--- src/rtl/core/gds_pkg.sv ---
// shared types, codes and constants of the genotype dosage stream decoder
package gds_pkg;

    localparam int SAMPLES_MAX_DEF = 65536;
    localparam int DIV_STEPS       = 32;
    localparam int CFG_IDX_W       = 3;
    localparam int CFG_DATA_W      = 20;

    // register indexes
    localparam logic [CFG_IDX_W-1:0] REG_LAYOUT     = 3'd0;
    localparam logic [CFG_IDX_W-1:0] REG_COMPRESSED = 3'd1;
    localparam logic [CFG_IDX_W-1:0] REG_SAMPLES    = 3'd2;
    localparam logic [CFG_IDX_W-1:0] REG_ALLELES    = 3'd3;
    localparam logic [CFG_IDX_W-1:0] REG_BLOCK_LEN  = 3'd4;

    // sample status codes
    localparam logic [1:0] SS_VALID   = 2'd0;
    localparam logic [1:0] SS_MISSING = 2'd1;
    localparam logic [1:0] SS_INVALID = 2'd2;

    // error codes
    localparam logic [2:0] ERR_NONE            = 3'd0;
    localparam logic [2:0] ERR_COMPRESSED      = 3'd1;
    localparam logic [2:0] ERR_NOT_BIALLELIC   = 3'd2;
    localparam logic [2:0] ERR_TOO_SMALL       = 3'd3;
    localparam logic [2:0] ERR_SAMPLE_MISMATCH = 3'd4;
    localparam logic [2:0] ERR_ALLELE_MISMATCH = 3'd5;
    localparam logic [2:0] ERR_BAD_WIDTH       = 3'd6;
    localparam logic [2:0] ERR_OVERRUN         = 3'd7;

    localparam logic [15:0] BIALLELIC = 16'd2;

    typedef enum logic [2:0] {
        ST_IDLE = 3'b001,
        ST_DIV  = 3'b010,
        ST_OUT  = 3'b100
    } t_state;

    typedef enum logic [3:0] {
        PH_HEAD  = 4'b0001,
        PH_D11   = 4'b0010,
        PH_D12   = 4'b0100,
        PH_DRAIN = 4'b1000
    } t_phase;

    typedef struct packed {
        logic        layout_mode;
        logic        compressed_input;
        logic [16:0] sample_count;
        logic [15:0] allele_count;
        logic [19:0] block_bytes;
    } t_cfg;

    typedef struct packed {
        logic take;
        logic step;
    } t_dp_cmd;

    typedef struct packed {
        logic got;
        logic need_div;
        logic div_last;
    } t_dp_sts;

endpackage

--- src/rtl/core/gds_ctrl.sv ---
// handshake and divider sequencing state machine
module gds_ctrl (
    input  logic             i_clk,
    input  logic             i_rst_n,
    input  logic             i_in_valid,
    input  logic             i_out_ready,
    input  gds_pkg::t_dp_sts i_sts,
    output gds_pkg::t_dp_cmd o_cmd,
    output logic             o_in_ready,
    output logic             o_out_valid
);

    gds_pkg::t_state r_state, n_state;
    logic            take;

    assign o_in_ready  = (r_state == gds_pkg::ST_IDLE);
    assign o_out_valid = (r_state == gds_pkg::ST_OUT);
    assign take        = i_in_valid & o_in_ready;
    assign o_cmd.take  = take;
    assign o_cmd.step  = (r_state == gds_pkg::ST_DIV);

    always_comb begin
        n_state = r_state;
        case (r_state)
            gds_pkg::ST_IDLE: begin
                if (take) begin
                    if (i_sts.need_div) n_state = gds_pkg::ST_DIV;
                    else if (i_sts.got) n_state = gds_pkg::ST_OUT;
                end
            end
            gds_pkg::ST_DIV: begin
                if (i_sts.div_last) n_state = gds_pkg::ST_OUT;
            end
            gds_pkg::ST_OUT: begin
                if (i_out_ready) n_state = gds_pkg::ST_IDLE;
            end
            default: n_state = gds_pkg::ST_IDLE;
        endcase
    end

    always_ff @(posedge i_clk) begin
        if (!i_rst_n) r_state <= gds_pkg::ST_IDLE;
        else          r_state <= n_state;
    end

    a_no_overlap: assert property (@(posedge i_clk) disable iff (!i_rst_n)
        !(o_out_valid && o_in_ready)) else $error("in ready while result pending");
    a_div_start: assert property (@(posedge i_clk) disable iff (!i_rst_n)
        (take && i_sts.need_div) |=> (r_state == gds_pkg::ST_DIV))
        else $error("division not started");
    a_div_end: assert property (@(posedge i_clk) disable iff (!i_rst_n)
        (r_state == gds_pkg::ST_DIV && i_sts.div_last) |=> o_out_valid)
        else $error("quotient not presented");

endmodule

--- config.mk ---
export PLATFORM = sky130hd
export DESIGN_NAME = gds_ctrl
export DESIGN_NICKNAME = d
export VERILOG_FILES = /design/src/rtl/core/gds_pkg.sv /design/src/rtl/core/gds_ctrl.sv
export SDC_FILE = /design/constraint.sdc
export NUM_CORES = 1
export LEC_CHECK = 0
export BUFFER_PORTS_ARGS = -buffer_cell sky130_fd_sc_hd__clkbuf_2
export CAP_MARGIN = 20
export CORE_AREA = 2 2 39 41
export DETAILED_ROUTE_END_ITERATION = 7
export DIE_AREA = 0 0 41 43
export GPL_TIMING_DRIVEN = 0
export PLACE_DENSITY = 0.37
export SYNTH_ARGS = -nofsm -noshare
export SYNTH_HDL_FRONTEND = slang
export SYNTH_SLANG_ARGS = --single-unit
--- constraint.sdc ---
create_clock -name i_clk -period 1.6 [get_ports i_clk]
set_clock_uncertainty 0.2 [all_clocks]
set_input_delay 0.16 -clock i_clk [delete_from_list [all_inputs] [get_ports i_clk]]
set_output_delay 0.16 -clock i_clk [all_outputs]
set_load 0.02 [all_outputs]
Word-level counts from Yosys, hierarchy flattened
Index checks and enable logic that the tools add are counted.

word-level totals
  bits in registers = 3
  input bits = 7
  output and inout port bits = 4
  logic and storage cells = 16

cells by class
  eq/ne operators = 7
  multiplexer cells = 6
  bitwise gates (word level) = 1
  reductions and logical operators = 1

operators with widths
  kind                number
  $mux 3              5
  $pmux 3 s3          1
  $ne 2x2->1 const B  2
  $reduce_and 4->1    1
  $eq 3x1->1 const B  1
  $eq 3x2->1 const B  1
  $eq 3x3->1 const B  1
  $ne 3x3->1 const B  1
  $ne 2x1->1 const B  1
  $and 1x1->1         1

Longest topological paths before layout
Gate-level depths: netlist of the first run.

  word-level depth = 4
  mapped depth = 3
  depth with buffers taken out = 3

Worst setup path before layout of the first run
Ideal clock, no wire load.

  path kind = reg2reg
  start = register r_state[2]
  end = register r_state[0]
  setup time = 0.153 ns
  arrival = 1.283 ns
  required time = 1.247 ns
  path slack = -0.036 ns
  cell stages (with the launch flop) = 4
  clock period less this slack = 1.636 ns
  path through = dfxtp_1 nor3b_1 nor2b_1 o311ai_1

between the ends
  elaborated cells between the ends (all ways) = 10
  classes of those cells = eq/ne: 7; mux: 1; bitwise: 1; reduce/logical: 1

RTL lines
  item                               line            text
  start: declaration                 gds_ctrl.sv:13  gds_pkg::t_state r_state, n_state;
  start signal: assignment           gds_ctrl.sv:42  if (!i_rst_n) r_state <= gds_pkg::ST_IDLE;
  start signal: assignment           gds_ctrl.sv:43  else r_state <= n_state;
  $eq 3x3->1 *                       --
  net o_out_valid                    gds_ctrl.sv:10  output logic o_out_valid
  $ne 2x2->1 (no source line)        --
  $reduce_and 4->1 (no source line)  --

Mark *: on every way through the listed nets, which the timed path passes. The rest lies on a longest branch.
A chain may end at the register's enable or synchronous reset.

Final worst setup path of the first run
  start = register r_state[0]
  end = output o_cmd[1] (netlist name)

between the ends
  cells in the longest elaborated chain, start to end = 2

ends and longest elaborated chain
  item              line            text
  $eq 3x1->1        gds_ctrl.sv:16  assign o_in_ready = (r_state == gds_pkg::ST_IDLE);
  $and 1x1->1       gds_ctrl.sv:18  assign take = i_in_valid & o_in_ready;
  end: declaration  gds_ctrl.sv:8   output gds_pkg::t_dp_cmd o_cmd,

Every way passes these cells.

==> results of run 1 <==
-- placed cells by master, fill, tap and decap left out --
cell type	netlist	routed
clkbuf_2	0	10
clkbuf_4	0	3
nor3b_2	1	2
nand2_1	2	2
buf_4	1	2
dfxtp_2	0	2
nor3b_4	0	1
and2_1	1	1
nor2b_1	1	1
o21ai_0	1	1
o311ai_1	1	1
or3b_1	1	1
nand3b_1	1	1
a221oi_2	1	1
o21a_1	1	1
nand2b_1	1	1
o22ai_1	1	1
and4b_1	1	1
clkbuf_1	0	1
dlygate4sd3_1	0	1
dfxtp_4	0	1
-- power by group --
part | leakage, nW | total, mW | internal (mW) | switching (mW)
logic | 0.0997 | 0.139 | 0.0751 | 0.0635
registers | 0.0256 | 0.114 | 0.0912 | 0.0227
clock network | 0.0150 | 0.134 | 0.0935 | 0.0401
total | 0.140 | 0.386 | 0.260 | 0.126
-- critical path, stage by stage (launching register included) --
cell and delay, ps:
dfxtp_4 370, nor3b_4 190, and2_1 140, buf_4 90, clkbuf_2 150
-- logic make-up after synthesis --
kind of cell | Yosys count
compound gates | 5
buf+inv | 1
simple gates | 11
flops | 3
-- metrics by stage --
stage               instances   util  setup slack (ps)
finish                     52  0.236              66.6
detailed placement         46  0.192              42.7
CTS                        52  0.232              11.2
floorplan                  20      -              46.7
global placement           46  0.192              55.0
global route               52  0.236              4.65
-- repair_timing --
| action | CTS | global route |
|---|---|---|
| buffers inserted | 1 | 0 |
| gates resized for setup | 3 | 3 |
| pin swaps | 0 | 0 |
| endpoints found under the hold margin | 2 | 0 |
| setup endpoints to repair | 2 | 1 |
| hold buffers | 1 | 0 |
-- layout make-up --
class	count	area (um2)	area share
multi-input cells	16	139	0.425
repair buffers	12	67.6	0.207
flip-flops and latches	3	66.3	0.203
clock buffers	4	26.3	0.0805
well taps	16	20.0	0.0613
plain buffers	1	7.51	0.0230
-- path summary, 6_finish.rpt --
path,from,end,slack (ps)
max reg2reg,r_state[1],r_state[2],190
min,i_out_ready,r_state[2],60
min reg2reg,r_state[2],r_state[1],420
max,r_state[0],o_cmd[1],70
-- layer usage --
metal	vias up	wire, um	track usage	share of wire
met4	0	12	0.0800	0.024
met2	17	192	0.0781	0.38
met1	96	231	0.0897	0.46
li1	107	-	-	-
met5	-	0	0	0
met3	2	65	0.0314	0.13
==> reports/metrics.cfg, run 1 <==
[synth]
synth-edff-count=0
synth-async-reset-ratio=0
synth_top_family_by_area=simple AND/OR/NAND/NOR gates
synth_seq_cells=3
yosysTopAreaCellShare=0.316
netlist_area_um2=190
synth_compound_area_frac=0.224
synth_cell_type_count=16
synth_top_area_cell=dfxtp_1
synth_commonest_cells=dfxtp_1, nand2_1, nor3b_1
synth.avg_cell_area_um2=9.51
ys_seq_area_frac=0.316
yosys.area_share.adder=0
synth_flop_cell=dfxtp_1
synthCells=20
synth_mux_area_frac=0
yosys.area_share.simple=0.421
netlist_top_cells_area=dfxtp_1, a221oi_2, nor3b_1
syn_nets=27
synth_xor_area_frac=0
synth_most_common_cell=dfxtp_1
ys_warn_count=0

[cts]
cts_max_level=1
clock-sinks=3
worstSkewPairLatency_ps=230
cts_tree=yes
cts_root_buf=clkbuf_4
cts_buffers=3
clk_pin_slew_worst_paths_ps=40
clockBufferDepth=2

[floorplan]
fp.coreArea_mm2=0.00138
die-area_mm2=0.00176
start_util=0.137
ios=11
rows=14
die_w_um=41
die_h_um=43

[timing]
max_freq_mhz=652
rsz0062_at_grt=false
relSlewSlack=0.781
worst_pin_slew_ps=325
timing.final.hold_violations=0
fin_setup_tns_ps=0
finalCritPeriodShare=0.958
fin_crit_ps=1530
hold_ws_ps=57.8
finalMaxSlewViolations=0
finalSetupViolCount=0

[pwr]
p_total_uw=386
p_leak_nw=0.140
ir_drop_uv=380
p_per_area_mw_per_mm2=1180

[final_layout]
num_antenna_cells=0
regMostFlops=r_state
postLayoutCellArea_um2=327
fill_cells=151
finalNetCount=44
area_delta_synth_final_pct=71.7
largest_register_ffs=3
largestRegisters=r_state (3)
drive_gt1_frac=0.611

[setup_path]
path_class=register to output pin
required_ps=1240
reg2reg_depth=3
crit_fanout=7
start_kind=register
crit_path_end_kind=output pin
cp_data_arrival_time_ps=1170

[global_routing]
grt_pass1_wl_um=765
grt_usage=0.0712
first_global_vias=184
grt_overflow=0
antenna_found_initial=0
grt_start_max_net_pins=8

[detailed_routing]
drc=0
drt_iter0_drc=9
ant_nets=0
wl_per_cell_um=9.63
viasPerCell=4.27
wirelength_um=501
vias=222
first_pass_iters=4

[place]
placed_area_um2=265
dp_hpwl_um=366
globalplace.congestion=0.621
port-buffer-count=10

[hold_path]
hp-class=primary input to register
hold_depth=3

[outcome]
run_status=complete, no violations

[job]
maxCapViolCount=0

(Power assumes the default switching activity.)
==> run 2, diff against run 1 <==
--- a/config.mk
+++ b/config.mk
@@ -5,13 +5,14 @@
 export SDC_FILE = /design/constraint.sdc
 export NUM_CORES = 1
 export LEC_CHECK = 0
+export ABC_AREA = 1
 export BUFFER_PORTS_ARGS = -buffer_cell sky130_fd_sc_hd__clkbuf_2
 export CAP_MARGIN = 20
 export CORE_AREA = 2 2 39 41
 export DETAILED_ROUTE_END_ITERATION = 7
 export DIE_AREA = 0 0 41 43
 export GPL_TIMING_DRIVEN = 0
-export PLACE_DENSITY = 0.37
+export PLACE_DENSITY = 0.39
 export SYNTH_ARGS = -nofsm -noshare
 export SYNTH_HDL_FRONTEND = slang
 export SYNTH_SLANG_ARGS = --single-unit
==> constraint.sdc (replaced) <==
create_clock -name i_clk -period 1.6 [get_ports i_clk]
set_clock_uncertainty 0.2 [all_clocks]
set_input_delay 0.32 -clock i_clk [delete_from_list [all_inputs] [get_ports i_clk]]
set_output_delay 0.32 -clock i_clk [all_outputs]
set_load 0.02 [all_outputs]
==> reports/metrics.cfg, run 2 <==
[synth]
netlist_area_um2=223
synth_commonest_cells=nor2_1, inv_1, nand2_1
synth-async-reset-ratio=0
synth.avg_cell_area_um2=5.86
synth_flop_cell=dfxtp_1
synth_seq_cells=3
synth-edff-count=0
syn_nets=45
synthCells=38
synth_top_area_cell=dfxtp_1
ys_warn_count=0
netlist_top_cells_area=dfxtp_1, nor2_1, inv_1
synth_most_common_cell=nor2_1
synth_cell_type_count=13
yosysTopAreaCellShare=0.270
ys_seq_area_frac=0.270

[pwr]
ir_drop_uv=545
switching_share=0.419
p_per_area_mw_per_mm2=1980
p_clk_frac=0.167
pwr-share-comb=0.612
p_int_uw=454
p_seq_frac=0.222
p_leak_nw=0.214
power.switching_uw=327

[global_routing]
antenna_found_initial=0
grt_usage=0.0862
grt_pass1_wl_mm=1.01
grt_overflow=0
first_global_vias=279
grt_start_max_net_pins=8

[final_layout]
largestRegisters=r_state (3)
area_delta_synth_final_pct=77.0
largest_register_ffs=3
regMostFlops=r_state
finalNetCount=65
fin_cells=73
num_antenna_cells=0
drive_gt1_frac=0.509
fill_cells=170
layout_common_cells=buf_4, nor2_1, inv_1, clkbuf_2
final_common_cell=buf_4

[cts]
cts_tree=yes
clockBufferDepth=2
cts_max_level=1
cts_root_buf=clkbuf_4
worstSkewPairLatency_ps=230
clock-sinks=3
cts_buffers=3
clk_pin_slew_worst_paths_ps=40
cts-hold-fix-buffers=0

[setup_path]
reg2reg_depth=8
r2r_end=r_state[2]
cp_data_arrival_time_ps=1050
r2r_setup_slack_ps=280
startpoint=r_state[1]
path_class=register to output pin
path_delay_family=flip-flops
required_ps=1080
max_stage_delay_ps=360
crit_buf_inv=1
crit_slowest_cell=dfxtp_4
rr_startpoint=r_state[1]
start_kind=register
crit_fanout=5
setup.worst_path.end=o_cmd[1]
path_depth=4
crit_chain=nor2_4 -> nand2_2 -> nor2_2 -> clkbuf_8
crit_path_end_kind=output pin

[detailed_routing]
drt_iter0_drc=7
first_pass_iters=4
viasPerCell=4.11
drc=0
wirelength_um=634
ant_nets=0
wl_per_cell_um=8.68
vias=300

[timing]
fin_crit_ps=1570
finalCritPeriodShare=0.984
max_freq_mhz=635
timing.final.hold_violations=0
rsz0062_at_grt=true
setup_slack_ps=25.0
finalMaxSlewViolations=0
relSlewSlack=0.839
worst_pin_slew_ps=238
finalSetupViolCount=0

[place]
port-buffer-count=10
globalplace.congestion=0.806
dp.cells=64
preCtsSetupSlack_ps=83.1
dp_hpwl_um=433

[floorplan]
die_h_um=43
die-area_mm2=0.00176
fp.coreArea_mm2=0.00138
ios=11
die_w_um=41
start_util=0.161
rows=14

[outcome]
run_status=complete, no violations

[hold_path]
hp-class=primary input to register

[job]
maxCapViolCount=0

run 2: cell types whose count changed after synthesis, sizes merged, moves of 3 or more:
cell   change
nor2      +11
inv        +6
nand2      +5
nand3      +4
nor3b      -3
run 2: per-stage QoR:
| step | power, mW | hold slack (ps) | cell area, um2 | utilization | setup TNS (ps) |
|---|---|---|---|---|---|
| floorplan | 0.384 | 204 | 223 | - | 0 |
| global placement | 0.473 | 330 | 293 | 0.212 | 0 |
| detailed placement | 0.468 | 324 | 293 | 0.212 | 0 |
| CTS | 0.687 | 79.0 | 362 | 0.261 | -9.93 |
| global route | 0.845 | 104 | 394 | 0.285 | -105 |
| finish | 0.780 | 94.9 | 394 | 0.285 | 0 |
run 2: repair_timing:
action                                 CTS  global route
gates resized for setup                  9             7
endpoints found under the hold margin    0             0
setup endpoints to repair                2             4
pin swaps                                2             3
buffers inserted                         2             4
run 2: power by group through the flow:
stage | Combinational (mW) | Clock (mW) | Sequential [mW]
detailed placement | 0.316 | 0 | 0.151
global placement | 0.320 | 0 | 0.153
CTS | 0.379 | 0.138 | 0.170
floorplan | 0.245 | 0 | 0.139
global route | 0.521 | 0.143 | 0.181
finish | 0.477 | 0.130 | 0.173
run 2: area by class of cell:
cell class,instances,area [um2],share of cell area
multi-input cells,28,148,0.375
repair buffers,16,111,0.283
flip-flops and latches,3,66.3,0.168
clock buffers,4,26.3,0.0667
inverters,6,22.5,0.0571
well taps,16,20.0,0.0508
run 2: logic make-up after synthesis:
family,after synthesis,synth area share
AOI/OAI and AO/OA,3,0.0786
buffers and inverters,7,0.135
DFF,3,0.270
and+or+nand+nor,25,0.517
run 2: worst min-delay path by stage:
| stage | start | to | cells after the start |
|---|---|---|---|
| floorplan | i_rst_n | r_state[0] | 1 |
| global placement | i_rst_n | r_state[0] | 2 |
| detailed placement | i_rst_n | r_state[0] | 2 |
| CTS | i_rst_n | r_state[0] | 2 |
| global route | i_rst_n | r_state[0] | 2 |
| finish | i_rst_n | r_state[0] | 2 |
run 2: worst register-to-register path: stages, from the launching register on:
cell,delay (ps)
dfxtp_4,370
inv_1,60
nor2_2,90
nand2_1,80
buf_4,130
buf_4,120
nand2_1,60
o21ai_1,60
nor2_1,80
run 2: per-layer routing:
| metal | vias up | track usage | share of wire |
|---|---|---|---|
| li1 | 155 | - | - |
| met1 | 137 | 0.0990 | 0.41 |
| met2 | 8 | 0.125 | 0.54 |
| met3 | 0 | 0 | 0.055 |
| met4 | 0 | 0.100 | 0 |
| met5 | - | 0 | 0 |
